`src/design/stable_priority_queue_macros.svh`:
```
// Assertion macros used by the queue datapath.
`ifndef STABLE_PRIORITY_QUEUE_MACROS_SVH
`define STABLE_PRIORITY_QUEUE_MACROS_SVH

`ifndef NO_ASSERTIONS

// Condition that must hold at every edge out of reset.
`define SPQ_ASSERT_ALWAYS(lbl, clk, rst_n, cond, msg) \
    lbl: assert property (@(posedge clk) disable iff (!rst_n) (cond)) else $error(msg);

// Consequence in the same cycle.
`define SPQ_ASSERT_IMPLY(lbl, clk, rst_n, ante, cons, msg) \
    lbl: assert property (@(posedge clk) disable iff (!rst_n) (ante) |-> (cons)) \
        else $error(msg);

// Consequence in the next cycle.
`define SPQ_ASSERT_NEXT(lbl, clk, rst_n, ante, cons, msg) \
    lbl: assert property (@(posedge clk) disable iff (!rst_n) (ante) |=> (cons)) \
        else $error(msg);

`else

`define SPQ_ASSERT_ALWAYS(lbl, clk, rst_n, cond, msg)
`define SPQ_ASSERT_IMPLY(lbl, clk, rst_n, ante, cons, msg)
`define SPQ_ASSERT_NEXT(lbl, clk, rst_n, ante, cons, msg)

`endif

`endif

```
`src/design/spq_pkg.sv`:
```
`default_nettype none

package spq_pkg;

    // Default queue depth
    localparam int CAPACITY_DEF = 16;

    // Field widths
    localparam int ITEM_W   = 8;
    localparam int PRIO_W   = 16;
    localparam int COUNT_W  = 5;
    localparam int STATUS_W = 2;

    // Operation codes
    localparam logic CMD_PUSH = 1'b0;
    localparam logic CMD_POP  = 1'b1;

    // Status codes
    localparam logic [STATUS_W-1:0] ST_OK    = 2'd0;
    localparam logic [STATUS_W-1:0] ST_FULL  = 2'd1;
    localparam logic [STATUS_W-1:0] ST_EMPTY = 2'd2;

    // Controller to datapath commands
    typedef struct packed {
        logic capture;  // latch the request payload
        logic exec;     // update the cell row and the result register
    } t_dp_cmd;

endpackage

`default_nettype wire

```
`src/design/spq_if.sv`:
```
`default_nettype none

// Request channel: one push or pop per transfer.
interface spq_req_if;
    logic                                valid;
    logic                                ready;
    logic                                cmd;
    logic [spq_pkg::ITEM_W-1:0]          item;
    logic signed [spq_pkg::PRIO_W-1:0]   priority_req;

    modport source (output valid, output cmd, output item, output priority_req,
                    input ready);
    modport sink   (input valid, input cmd, input item, input priority_req,
                    output ready);
endinterface

// Response channel: one result per request.
interface spq_rsp_if;
    logic                                valid;
    logic                                ready;
    logic [spq_pkg::ITEM_W-1:0]          popped_item;
    logic                                popped_valid;
    logic [spq_pkg::COUNT_W-1:0]         entry_count;
    logic [spq_pkg::STATUS_W-1:0]        status;

    modport source (output valid, output popped_item, output popped_valid,
                    output entry_count, output status, input ready);
    modport sink   (input valid, input popped_item, input popped_valid,
                    input entry_count, input status, output ready);
endinterface

`default_nettype wire

```
`src/design/spq_ctrl.sv`:
```
`default_nettype none

module spq_ctrl (
    input  wire logic             i_clk,
    input  wire logic             i_rst_n,
    input  wire logic             i_in_valid,
    output logic                  o_in_ready,
    output logic                  o_out_valid,
    input  wire logic             i_out_ready,
    output spq_pkg::t_dp_cmd      o_cmd
);

    typedef enum logic {
        S_IDLE,
        S_EXEC
    } t_state;

    t_state r_state, n_state;
    logic   r_out_valid, n_out_valid;
    logic   w_out_free;

    // Result register is free when empty or being drained this cycle
    assign w_out_free = !r_out_valid || i_out_ready;

    assign o_in_ready  = (r_state == S_IDLE);
    assign o_out_valid = r_out_valid;

    // Next state and commands
    always_comb begin
        n_state     = r_state;
        n_out_valid = r_out_valid;
        o_cmd       = '0;
        if (r_out_valid && i_out_ready) begin
            n_out_valid = 1'b0;
        end
        unique case (r_state)
            S_IDLE: begin
                if (i_in_valid) begin
                    o_cmd.capture = 1'b1;
                    n_state       = S_EXEC;
                end
            end
            S_EXEC: begin
                if (w_out_free) begin
                    o_cmd.exec  = 1'b1;
                    n_out_valid = 1'b1;
                    n_state     = S_IDLE;
                end
            end
            default: begin
                n_state = S_IDLE;
            end
        endcase
    end

    // State and registered outputs
    always_ff @(posedge i_clk) begin
        if (!i_rst_n) begin
            r_state     <= S_IDLE;
            r_out_valid <= 1'b0;
        end else begin
            r_state     <= n_state;
            r_out_valid <= n_out_valid;
        end
    end

endmodule

`default_nettype wire

```
`src/design/spq_dp.sv`:
```
`default_nettype none

`include "stable_priority_queue_macros.svh"

module spq_dp #(
    parameter int CAPACITY = spq_pkg::CAPACITY_DEF
) (
    input  wire logic                                i_clk,
    input  wire logic                                i_rst_n,
    input  wire spq_pkg::t_dp_cmd                    i_cmd,
    input  wire logic                                i_req_cmd,
    input  wire logic [spq_pkg::ITEM_W-1:0]          i_req_item,
    input  wire logic signed [spq_pkg::PRIO_W-1:0]   i_req_prio,
    output logic [spq_pkg::ITEM_W-1:0]               o_popped_item,
    output logic                                     o_popped_valid,
    output logic [spq_pkg::COUNT_W-1:0]              o_entry_count,
    output logic [spq_pkg::STATUS_W-1:0]             o_status
);

    localparam int CW = $clog2(CAPACITY + 1);

    // Latched request
    logic                                r_cmd;
    logic [spq_pkg::ITEM_W-1:0]          r_new_item;
    logic signed [spq_pkg::PRIO_W-1:0]   r_new_prio;

    // Sorted cell row, head at index 0
    logic signed [spq_pkg::PRIO_W-1:0]   r_prio [CAPACITY];
    logic [spq_pkg::ITEM_W-1:0]          r_item [CAPACITY];
    logic [CW-1:0]                       r_count, n_count;

    // Result register
    logic [spq_pkg::ITEM_W-1:0]          r_popped_item, n_popped_item;
    logic                                r_popped_valid, n_popped_valid;
    logic [spq_pkg::COUNT_W-1:0]         r_entry_count;
    logic [spq_pkg::STATUS_W-1:0]        r_status, n_status;

    logic                                w_push_ok;
    logic                                w_pop_ok;
    logic [CAPACITY-1:0]                 w_ge;

    // Request latch
    always_ff @(posedge i_clk) begin
        if (i_cmd.capture) begin
            r_cmd      <= i_req_cmd;
            r_new_item <= i_req_item;
            r_new_prio <= i_req_prio;
        end
    end

    // Operation decode and result
    always_comb begin
        w_push_ok      = 1'b0;
        w_pop_ok       = 1'b0;
        n_count        = r_count;
        n_popped_item  = '0;
        n_popped_valid = 1'b0;
        n_status       = spq_pkg::ST_OK;
        if (r_cmd == spq_pkg::CMD_PUSH) begin
            if (r_count >= CW'(CAPACITY)) begin
                n_status = spq_pkg::ST_FULL;
            end else begin
                w_push_ok = 1'b1;
                n_count   = r_count + 1'b1;
            end
        end else begin
            if (r_count == '0) begin
                n_status = spq_pkg::ST_EMPTY;
            end else begin
                w_pop_ok       = 1'b1;
                n_count        = r_count - 1'b1;
                n_popped_item  = r_item[0];
                n_popped_valid = 1'b1;
            end
        end
    end

    // Cells: keep when stored entry ranks ahead, load the new entry at the
    // first slot that does not, otherwise move down by one; pop moves up
    for (genvar i = 0; i < CAPACITY; i++) begin : g_cell
        assign w_ge[i] = (CW'(i) < r_count) && (r_prio[i] >= r_new_prio);

        always_ff @(posedge i_clk) begin
            if (i_cmd.exec && w_push_ok && !w_ge[i]) begin
                if (i == 0) begin
                    r_prio[i] <= r_new_prio;
                    r_item[i] <= r_new_item;
                end else if (w_ge[(i == 0) ? 0 : i-1]) begin
                    r_prio[i] <= r_new_prio;
                    r_item[i] <= r_new_item;
                end else begin
                    r_prio[i] <= r_prio[(i == 0) ? 0 : i-1];
                    r_item[i] <= r_item[(i == 0) ? 0 : i-1];
                end
            end else if (i_cmd.exec && w_pop_ok && (i < CAPACITY-1)) begin
                r_prio[i] <= r_prio[(i < CAPACITY-1) ? i+1 : i];
                r_item[i] <= r_item[(i < CAPACITY-1) ? i+1 : i];
            end
        end
    end

    // Entry count
    always_ff @(posedge i_clk) begin
        if (!i_rst_n) begin
            r_count <= '0;
        end else if (i_cmd.exec) begin
            r_count <= n_count;
        end
    end

    // Result register
    always_ff @(posedge i_clk) begin
        if (i_cmd.exec) begin
            r_popped_item  <= n_popped_item;
            r_popped_valid <= n_popped_valid;
            r_entry_count  <= spq_pkg::COUNT_W'(n_count);
            r_status       <= n_status;
        end
    end

    assign o_popped_item  = r_popped_item;
    assign o_popped_valid = r_popped_valid;
    assign o_entry_count  = r_entry_count;
    assign o_status       = r_status;

    // Checks
    `SPQ_ASSERT_ALWAYS(a_count_bound, i_clk, i_rst_n, r_count <= CW'(CAPACITY), "count over capacity")
    `SPQ_ASSERT_NEXT(a_push_grows, i_clk, i_rst_n, i_cmd.exec && w_push_ok, r_count == CW'($past(r_count) + 1'b1), "push did not grow count")
    `SPQ_ASSERT_NEXT(a_pop_result, i_clk, i_rst_n, i_cmd.exec && w_pop_ok, r_popped_valid && (r_status == spq_pkg::ST_OK), "pop result not flagged")
    `SPQ_ASSERT_IMPLY(a_ge_prefix, i_clk, i_rst_n, i_cmd.exec && !w_ge[0], w_ge == '0, "cell compares not a prefix")

endmodule

`default_nettype wire

```
`src/design/stable_priority_queue.sv`:
```
// Stable bounded max-priority queue of byte items held in a sorted row of
// CAPACITY cells (head = highest priority, oldest among equals). S_IDLE takes
// a request transfer; in S_EXEC every cell compares its priority with the new
// one in parallel and the row shifts to insert or pop. A result waits in an
// output register, so the next request is taken while it is pending; the update
// stalls only while the previous result is still untaken. Reset clears the
// entry count and the control state; no clearing pass runs over the cells.
`default_nettype none

module stable_priority_queue #(
    parameter int CAPACITY = spq_pkg::CAPACITY_DEF
) (
    input  wire logic   i_clk,
    input  wire logic   i_rst_n,
    spq_req_if.sink     i_req,
    spq_rsp_if.source   o_rsp
);

    spq_pkg::t_dp_cmd w_cmd;

    spq_ctrl u_ctrl (
        .i_clk       (i_clk),
        .i_rst_n     (i_rst_n),
        .i_in_valid  (i_req.valid),
        .o_in_ready  (i_req.ready),
        .o_out_valid (o_rsp.valid),
        .i_out_ready (o_rsp.ready),
        .o_cmd       (w_cmd)
    );

    spq_dp #(
        .CAPACITY (CAPACITY)
    ) u_dp (
        .i_clk          (i_clk),
        .i_rst_n        (i_rst_n),
        .i_cmd          (w_cmd),
        .i_req_cmd      (i_req.cmd),
        .i_req_item     (i_req.item),
        .i_req_prio     (i_req.priority_req),
        .o_popped_item  (o_rsp.popped_item),
        .o_popped_valid (o_rsp.popped_valid),
        .o_entry_count  (o_rsp.entry_count),
        .o_status       (o_rsp.status)
    );

endmodule

`default_nettype wire
```
`src/flat_wrapper.sv`:
```
// flat-port wrapper written by rule: the top's interface ports become plain ports
module stable_priority_queue_flat 
#(
    parameter int CAPACITY = spq_pkg::CAPACITY_DEF
)
  (i_clk, i_rst_n, i_req_valid, i_req_cmd, i_req_item, i_req_priority_req, i_req_ready, o_rsp_valid, o_rsp_popped_item, o_rsp_popped_valid, o_rsp_entry_count, o_rsp_status, o_rsp_ready);
  spq_req_if i_req_i ();
  spq_rsp_if o_rsp_i ();
  input  wire logic i_clk;
  input  wire logic i_rst_n;
  input wire logic [$bits(i_req_i.valid)-1:0] i_req_valid;
  input wire logic [$bits(i_req_i.cmd)-1:0] i_req_cmd;
  input wire logic [$bits(i_req_i.item)-1:0] i_req_item;
  input wire logic [$bits(i_req_i.priority_req)-1:0] i_req_priority_req;
  output wire logic [$bits(i_req_i.ready)-1:0] i_req_ready;
  output wire logic [$bits(o_rsp_i.valid)-1:0] o_rsp_valid;
  output wire logic [$bits(o_rsp_i.popped_item)-1:0] o_rsp_popped_item;
  output wire logic [$bits(o_rsp_i.popped_valid)-1:0] o_rsp_popped_valid;
  output wire logic [$bits(o_rsp_i.entry_count)-1:0] o_rsp_entry_count;
  output wire logic [$bits(o_rsp_i.status)-1:0] o_rsp_status;
  input wire logic [$bits(o_rsp_i.ready)-1:0] o_rsp_ready;
  assign i_req_i.valid = i_req_valid;
  assign i_req_i.cmd = i_req_cmd;
  assign i_req_i.item = i_req_item;
  assign i_req_i.priority_req = i_req_priority_req;
  assign i_req_ready = i_req_i.ready;
  assign o_rsp_valid = o_rsp_i.valid;
  assign o_rsp_popped_item = o_rsp_i.popped_item;
  assign o_rsp_popped_valid = o_rsp_i.popped_valid;
  assign o_rsp_entry_count = o_rsp_i.entry_count;
  assign o_rsp_status = o_rsp_i.status;
  assign o_rsp_i.ready = o_rsp_ready;
  stable_priority_queue #(.CAPACITY(CAPACITY)) u_core (.i_clk(i_clk), .i_rst_n(i_rst_n), .i_req(i_req_i), .o_rsp(o_rsp_i));
endmodule
```
`config.mk`:
```
export PLATFORM = sky130hd
export DESIGN_NAME = stable_priority_queue_flat
export DESIGN_NICKNAME = d
export VERILOG_FILES = /design/src/design/spq_pkg.sv /design/src/design/spq_if.sv /design/src/design/spq_ctrl.sv /design/src/design/spq_dp.sv /design/src/design/stable_priority_queue.sv /design/src/flat_wrapper.sv
export VERILOG_INCLUDE_DIRS = /design/src /design/src/design
export SDC_FILE = /design/constraint.sdc
export NUM_CORES = 1
export LEC_CHECK = 0
export ABC_AREA = 1
export BUFFER_PORTS_ARGS = -buffer_cell sky130_fd_sc_hd__clkbuf_2
export CAP_MARGIN = 20
export CORE_ASPECT_RATIO = 0.6
export CORE_MARGIN = 1.5
export CORE_UTILIZATION = 64
export DETAILED_ROUTE_END_ITERATION = 12
export GPL_TIMING_DRIVEN = 0
export PLACE_DENSITY = 0.84
export SYNTH_ARGS = -nofsm -noshare
export SYNTH_HDL_FRONTEND = slang
export SYNTH_SLANG_ARGS = --single-unit
```
`constraint.sdc`:
```
create_clock -name i_clk -period 4.1 [get_ports i_clk]
set_input_delay 0.82 -clock i_clk [delete_from_list [all_inputs] [get_ports i_clk]]
set_output_delay 0.82 -clock i_clk [all_outputs]
set_load 0.005 [all_outputs]
```
==> results.rst, run 1 <==
.. list-table::
   :header-rows: 1

   * - Metric
     - Value
   * - Status
     - finished, violations left
   * - Violated checks
     - negative setup slack
   * - Cell family with the largest share of critical-path delay
     - simple AND/OR/NAND/NOR gates
   * - Cell accounting for the most synthesized area
     - edfxtp_1
   * - CTS tree
     - built
   * - Initial DRC count
     - 5807
   * - Fraction of synthesized cell area taken by the top area cell type
     - 45.8%
   * - Clock skew after layout
     - 0.0323 ns
   * - Total routed wirelength
     - 101000 µm
   * - Minimum clock period
     - 4.11 ns
   * - Number of buffers between clock root and the deepest sink
     - 3
   * - Fraction of final layout cells sized beyond drive strength 1
     - 12.1%
   * - Cell types occupying the most area after synthesis
     - edfxtp_1 46%, nand2_1 15%, ha_1 11%
   * - Number of global-route vias before repair
     - 25171
   * - Final routed wire length divided by cell count
     - 25.2 µm
   * - Initial core utilization
     - 65.7%
   * - Std cell rows
     - 58
   * - Maximum level of the CTS H-tree
     - 2
   * - GRT Resource Usage Total
     - 45.0%
   * - Global-route wire length before repair
     - 150000 µm
   * - RePlAce Congestion
     - 1.03
   * - FF+latch count, synth
     - 432
   * - Leading cell type by number of instances after synthesis
     - nand2_1
   * - Share of cell area taken by muxes after synthesis
     - 0%
   * - Fraction of the mapped netlist area in compound gates
     - 4.06%
   * - Count of flip-flops with a built-in enable after synthesis
     - 425
   * - Number of instances in the synthesized netlist
     - 3272
   * - Initial antenna violation count
     - 1
   * - Cell at the root of the clock tree
     - clkbuf_16
   * - Area fraction in and, or, nand and nor cells after synthesis
     - 32.0%
   * - Synth Area in Adders
     - 10.9%
   * - Storage cell area
     - 12900 µm²
   * - Leakage power summed over all cells
     - 13.6 nW
   * - P&R area growth vs syn
     - 11.1%
   * - Cell types with the highest counts after synthesis
     - 1130 x nand2_1, 425 x edfxtp_1, 410 x nand3_1
   * - Multi-input logic area
     - 13200 µm²
   * - Worst-case setup slack after placement
     - -0.809 ns
   * - Number of buffers and inverters on the critical path
     - 7
   * - Post-Route Setup TNS
     - -0.0476 ns
   * - Final Cycle Share
     - 100%
   * - YS warnings
     - 0
   * - TritonCTS Sinks
     - 432
   * - Total standard cell area after synthesis
     - 27800 µm²
   * - CP Class
     - reg -> reg
   * - Cell variety after synth
     - 39
   * - Slowest cell on crit path
     - edfxtp_1
   * - Width of the chip
     - 272 µm
   * - Biggest fanout along the worst timing path
     - 19
   * - Post-synth top flop
     - edfxtp_1
   * - Clock buffer count from CTS
     - 43
   * - Floorplan die area
     - 44800 µm²
   * - Proportion of synthesized chip area in sequential cells
     - 46.3%
   * - Max transition margin
     - 32.0%
   * - Placeable Area
     - 42400 µm²
   * - Maximum frequency from static timing analysis
     - 243 MHz
   * - Net count, final
     - 3693
   * - CP endpoint kind
     - flip-flop
   * - Initial DRT Pass Iterations
     - 7
   * - Remaining antenna violation count after routing
     - 0
   * - Main combinational cell family by area after synthesis
     - simple AND/OR/NAND/NOR gates
   * - Maximum VDD drop
     - 0.371 mV
   * - Worst Setup Start Kind
     - flip-flop
   * - Final number of max-transition violations
     - 0
   * - Clock insertion delay at the later pin of the skew report
     - 0.59 ns
   * - Endpoints failing setup
     - 10
   * - Pin count of the biggest net entering global routing
     - 34
   * - Filler cell count
     - 3206
   * - Number of hold-slack violations in the final timing report
     - 0
   * - Vertical extent of the die
     - 165 µm
   * - Xor/xnor share of the synthesized area
     - 0.0629%
   * - Placed wire-length estimate
     - 78000 µm
   * - Share of flip-flops with an asynchronous set or reset
     - 0%
   * - Dominant cell type by count on the critical path
     - nand2_1
   * - Net count after synthesis
     - 3544
   * - RSZ-0062 raised after global routing
     - no
   * - Maximum cell stage delay along the critical path
     - 0.60 ns
   * - Vias per cell
     - 6.82
   * - Total of buffers placed on input and output ports
     - 46
   * - Worst Tran Pin Value
     - 1.01 ns
   * - Clk pin slew, worst setup/hold paths
     - 0.07 ns
   * - Worst hold path type
     - in -> reg
   * - Residual DRC
     - 0
   * - Required time of the critical path
     - 4.37 ns
   * - Total grt overflow
     - 0
   * - Cell area power density
     - 408 nW/µm²
   * - Arrival time of the worst setup path
     - 4.38 ns
   * - CP cell instances
     - clkinvlp_4 -> buf_4 -> buf_4 -> buf_4 -> ha_1 -> nand2_1 -> nor2_1 -> nand3_1 -> nor2_1 -> nand2_1 -> nand4_1 -> nand3_1 -> nand2_1 -> buf_4 -> buf_6 -> nand2_1 -> nand2_1 -> buf_16
   * - Setup slack after layout
     - -0.00813 ns
   * - Number of hold-repair buffers added at the cts stage
     - 0
   * - Reported max-cap violation count
     - 0
   * - Mean Syn Cell Area
     - 8.51 µm²
   * - Number of vias after detailed routing
     - 27427
   * - Number of top-level pins
     - 47
## stage by stage
stage / power (W) / hold WS [ns] / utilization (%) / instances / area, µm²
6_report: 0.0126 / 0.412 / 73.0 / 4023 / 30900
5_1_grt: 0.0130 / 0.415 / 73.0 / 4022 / 30900
4_1_cts: 0.0123 / 0.407 / 72.5 / 4009 / 30700
3_5_place_dp: 0.00853 / 0.498 / 68.5 / 3896 / 29000
3_3_place_gp: 0.00832 / 0.478 / 67.9 / 3888 / 28800
2_1_floorplan: 0.00747 / 0.477 / - / 3272 / 27800
## final timing paths
| kind | start | end | slack (ns) | cells past startpoint |
|---|---|---|---|---|
| setup reg to reg | u_core.u_dp.r_new_prio[12] | u_core.u_dp.r_prio[1][83] | -0.008 | 18 |
| hold reg to reg | u_core.u_ctrl.o_out_valid | u_core.u_ctrl.o_out_valid | 0.51 | 2 |
| hold / removal | i_req_item[1] | u_core.u_dp.r_new_item[1] | 0.41 | 1 |
| setup / recovery | u_core.u_dp.r_new_prio[12] | u_core.u_dp.r_prio[1][83] | -0.008 | 18 |
## placed cells by master, fill, tap and decap left out, types with 48 or more instances in the layout
master / n
nand3_1: 410
nand2_1: 1120
edfxtp_1: 425
ha_1: 243
nand4_1: 303
clkbuf_2: 48
o21ai_0: 57
a21oi_1: 134
inv_1: 185
buf_2: 112
buf_4: 65
nor2_1: 77
## metal layers
metal / share of wire, % / vias up / global-route usage [%]
met1: 39 / 12751 / 66.4
met2: 37 / 2628 / 58.4
li1: - / 11740 / -
met5: 0.20 / - / 3.18
met3: 20 / 302 / 18.4
met4: 3.9 / 6 / 15.3
## report_power, final
group          switching (W)  internal, W
sequential          0.000312      0.00541
clock                0.00183      0.00206
combinational        0.00212     0.000901
total                0.00426      0.00837
## what timing repair did
item | in CTS | in global routing
pin swaps | 0 | 1
resized for setup | 20 | 17
endpoints found under the setup margin | 279 | 282
cloned | 0 | 1
buffers inserted | 37 | 11
## logic make-up after synthesis
group / after synthesis
AND/OR/NAND/NOR: 1971
flip-flops: 432
buffers and inverters: 410
adder cells (fa/ha/maj): 243
AO/OA/AOI/OAI: 214
XOR/XNOR: 2
## layout make-up
class	instances	area share [%]
antenna	1	0.00809
inverter	228	2.93
buffer	182	3.19
multi-input combinational	2431	42.6
sequential	432	41.7
timing repair buffer	103	3.03
clock buffer	51	3.57
tap	570	2.30
clock inverter	25	0.623
## flip-flops by register name, indices dropped and copies added, names as in the netlist
name and count:
u_core.u_dp.r_prio 256, u_core.u_dp.r_item 128, u_core.u_dp.r_new_prio 16, u_core.u_dp.o_popped_item 8, u_core.u_dp.r_new_item 8, u_core.u_dp.o_entry_count 5, u_core.u_dp.r_count 5, u_core.u_dp.o_status 2
u_core.u_ctrl.o_out_valid 1, u_core.u_ctrl.r_state 1, u_core.u_dp.o_popped_valid 1, u_core.u_dp.r_cmd 1
## worst reg2reg max path, cell delays in order, from the launching register on
cell	delay [ns]
edfxtp_1	0.60
clkinvlp_4	0.16
buf_4	0.21
buf_4	0.17
buf_4	0.14
ha_1	0.27
nand2_1	0.05
nor2_1	0.20
nand3_1	0.13
nor2_1	0.18
nand2_1	0.10
nand4_1	0.11
nand3_1	0.19
nand2_1	0.24
buf_4	0.25
buf_6	0.18
nand2_1	0.07
nand2_1	0.31
buf_16	0.24
Note: power is estimated with default switching activity, not from simulation.
==> run 2: changes to the inputs <==
--- a/config.mk
+++ b/config.mk
@@ -9,9 +9,11 @@
 export ABC_AREA = 1
 export BUFFER_PORTS_ARGS = -buffer_cell sky130_fd_sc_hd__clkbuf_2
 export CAP_MARGIN = 20
+export CELL_PAD_IN_SITES_DETAIL_PLACEMENT = 0
+export CELL_PAD_IN_SITES_GLOBAL_PLACEMENT = 2
 export CORE_ASPECT_RATIO = 0.6
 export CORE_MARGIN = 1.5
-export CORE_UTILIZATION = 64
+export CORE_UTILIZATION = 40
 export DETAILED_ROUTE_END_ITERATION = 12
 export GPL_TIMING_DRIVEN = 0
 export PLACE_DENSITY = 0.84
==> run 2 against run 1 <==
The flow now finishes without violations. Sequential power is 0.7% higher. Worst setup slack better by 0.036 ns. Hold slack lost 0.047 ns. Sequential share of layout area fell by 1.4 points. Critical path type unchanged. Critical endpoint is now u_core.u_dp.r_prio[0][102].
==> results.rst, run 2 (synthesis results as in run 1) <==
.. list-table::
   :header-rows: 1

   * - Metric
     - Value
   * - Status
     - complete, no violations
   * - Maximum frequency from static timing analysis
     - 246 MHz
   * - Number of global-route vias before repair
     - 24337
   * - Number of buffers and inverters on the critical path
     - 3
   * - Global-route wire length before repair
     - 167000 µm
   * - Cell area power density
     - 422 nW/µm²
   * - Worst setup slack for register-to-register paths
     - 0.03 ns
   * - Number of cells on the worst reg-to-reg path
     - 15
   * - CP endpoint kind
     - flip-flop
   * - CP Class
     - reg -> reg
   * - Cell family with the largest share of critical-path delay
     - simple AND/OR/NAND/NOR gates
   * - CP cell instances
     - clkinvlp_4 -> buf_4 -> ha_1 -> nand2_1 -> nor2_2 -> nand3_1 -> nor2_1 -> nand2_1 -> nand4_1 -> nand3_1 -> nand2_1 -> nand3_2 -> buf_2 -> nand3_1 -> nand3_1
   * - Max transition margin
     - 25.2%
   * - Fraction of final layout cells sized beyond drive strength 1
     - 12.7%
   * - Leakage power summed over all cells
     - 14.0 nW
   * - Number of top-level pins
     - 47
   * - Initial antenna violation count
     - 1
   * - Vertical extent of the die
     - 207 µm
   * - Remaining antenna violation count after routing
     - 0
   * - Cell at the root of the clock tree
     - clkbuf_16
   * - Post-Route Setup TNS
     - 0 ns
   * - Total of buffers placed on input and output ports
     - 46
   * - Pin count of the biggest net entering global routing
     - 34
   * - Residual DRC
     - 0
   * - Number of hold-slack violations in the final timing report
     - 0
   * - Placed wire-length estimate
     - 91400 µm
   * - Clk pin slew, worst setup/hold paths
     - 0.06 ns
   * - Dominant cell type by count on the critical path
     - nand3_1
   * - Reg2reg start
     - u_core.u_dp.r_new_prio[15]
   * - Final Cycle Share
     - 99.3%
   * - Most used cells in the layout excluding fill and tap cells
     - 1118 x nand2_1, 425 x edfxtp_1, 408 x nand3_1
   * - Required time of the critical path
     - 4.46 ns
   * - Multi-input logic area
     - 13200 µm²
   * - Max reg flops
     - 256
   * - Initial core utilization
     - 40.7%
   * - Clock insertion delay at the later pin of the skew report
     - 0.64 ns
   * - Floorplan die area
     - 71300 µm²
   * - Launching instance or port of the critical path
     - u_core.u_dp.r_new_prio[15]
   * - Tot Pwr
     - 0.0135 W
   * - TritonCTS Sinks
     - 432
   * - Total number of cells along the worst setup path
     - 15
   * - Initial DRT Pass Iterations
     - 6
   * - Clock skew after layout
     - 0.0295 ns
   * - Storage cell area
     - 12900 µm²
   * - Total routed wirelength
     - 116000 µm
   * - Total grt overflow
     - 0
   * - Clock buffer count from CTS
     - 49
   * - Final number of max-transition violations
     - 0
   * - Minimum clock period
     - 4.07 ns
   * - Number of buffers between clock root and the deepest sink
     - 3
   * - Worst hold path type
     - in -> reg
   * - Worst Tran Pin Value
     - 1.12 ns
   * - Maximum cell stage delay along the critical path
     - 0.53 ns
   * - Std cell rows
     - 74
   * - Post-route design area
     - 32100 µm²
   * - Reported max-cap violation count
     - 0
   * - CTS tree
     - built
   * - RePlAce Congestion
     - 0.945
   * - Number of vias after detailed routing
     - 26484
   * - Placeable Area
     - 68400 µm²
   * - P&R area growth vs syn
     - 15.1%
   * - Antenna Cells
     - 0
   * - Maximum level of the CTS H-tree
     - 2
   * - Final routed wire length divided by cell count
     - 26.4 µm
   * - Register ranked first by flip-flop count
     - u_core.u_dp.r_prio
   * - GRT Resource Usage Total
     - 32.1%
   * - Biggest fanout along the worst timing path
     - 10
   * - Arrival time of the worst setup path
     - 4.43 ns
   * - Endpoints failing setup
     - 0
   * - Net count, final
     - 3710
   * - Filler cell count
     - 6720
   * - Timing endpoint of the critical path
     - u_core.u_dp.r_prio[0][102]
   * - Slowest cell on crit path
     - edfxtp_1
   * - Capture point of the worst reg-to-reg path
     - u_core.u_dp.r_prio[0][102]
   * - Most common library cell in the layout ignoring fill and taps
     - nand2_1
   * - Placed cell area
     - 29900 µm²
   * - Worst Setup Start Kind
     - flip-flop
   * - Width of the chip
     - 344 µm
   * - Largest registers
     - u_core.u_dp.r_prio (256), u_core.u_dp.r_item (128), u_core.u_dp.r_new_prio (16)
   * - Vias per cell
     - 6.03
   * - Maximum VDD drop
     - 0.363 mV
   * - Initial DRC count
     - 3833
==> run 2: cell count changes in the layout (fill, tap and decap cells not counted), sizes merged <==
cell,delta
clkinv,-1
inv,+6
buf,+12
clkinvlp,-5
clkbuf,+12
bufinv,+3
diode,-1
nand2,-1
==> run 2: worst min-delay path by stage <==
stage                         startpoint                         end  slack (ns)  cells past startpoint
6_report          i_req_priority_req[10]  u_core.u_dp.r_new_prio[10]        0.37                      1
5_1_grt                    i_req_item[2]   u_core.u_dp.r_new_item[2]        0.34                      1
4_1_cts           i_req_priority_req[10]  u_core.u_dp.r_new_prio[10]        0.33                      1
3_5_place_dp   u_core.u_ctrl.o_out_valid   u_core.u_ctrl.o_out_valid        0.50                      2
3_3_place_gp   u_core.u_ctrl.o_out_valid   u_core.u_ctrl.o_out_valid        0.48                      2
2_1_floorplan  u_core.u_ctrl.o_out_valid   u_core.u_ctrl.o_out_valid        0.48                      2
==> run 2: power breakdown <==
part           leakage, nW  internal, W  total [W]  switching, W
clock network        0.790      0.00260    0.00466       0.00206
registers             3.99      0.00541    0.00576      0.000351
logic                 9.17     0.000953    0.00312       0.00216
==> run 2: per-layer routing <==
layer,wire length [µm],GRT usage [%],vias to the layer above
met2,40800,38.3,1648
met3,17100,11.1,144
met1,55800,53.0,12899
met4,2340,6.96,0
li1,-,-,11793
met5,0,0,-
==> run 2: stage by stage <==
step,instances,util [%],hold slack [ns],setup slack (ns)
after floorplan,3272,-,0.477,0.907
after global placement,4230,42.7,0.481,-0.995
after detailed placement,4256,43.7,0.502,-0.654
after CTS,4383,46.6,0.333,0.0101
after global routing,4390,46.8,0.342,-0.00223
final,4390,46.8,0.365,0.0280
==> run 2: cell type report <==
class / instances / area share [%]
Multi-Input combinational cell: 2430 / 41.2
Sequential cell: 432 / 40.3
Clock buffer: 63 / 4.12
Timing Repair Buffer: 116 / 4.11
Tap cell: 912 / 3.56
Buffer: 181 / 3.07
Inverter: 228 / 2.77
Clock inverter: 28 / 0.913
==> run 2: what timing repair did <==
action / CTS / global route
setup buffers: 37 / 7
hold endpoints to repair: 0 / 0
gates resized for setup: 16 / 25
setup endpoints to repair: 387 / 399
hold buffers: 0 / 0
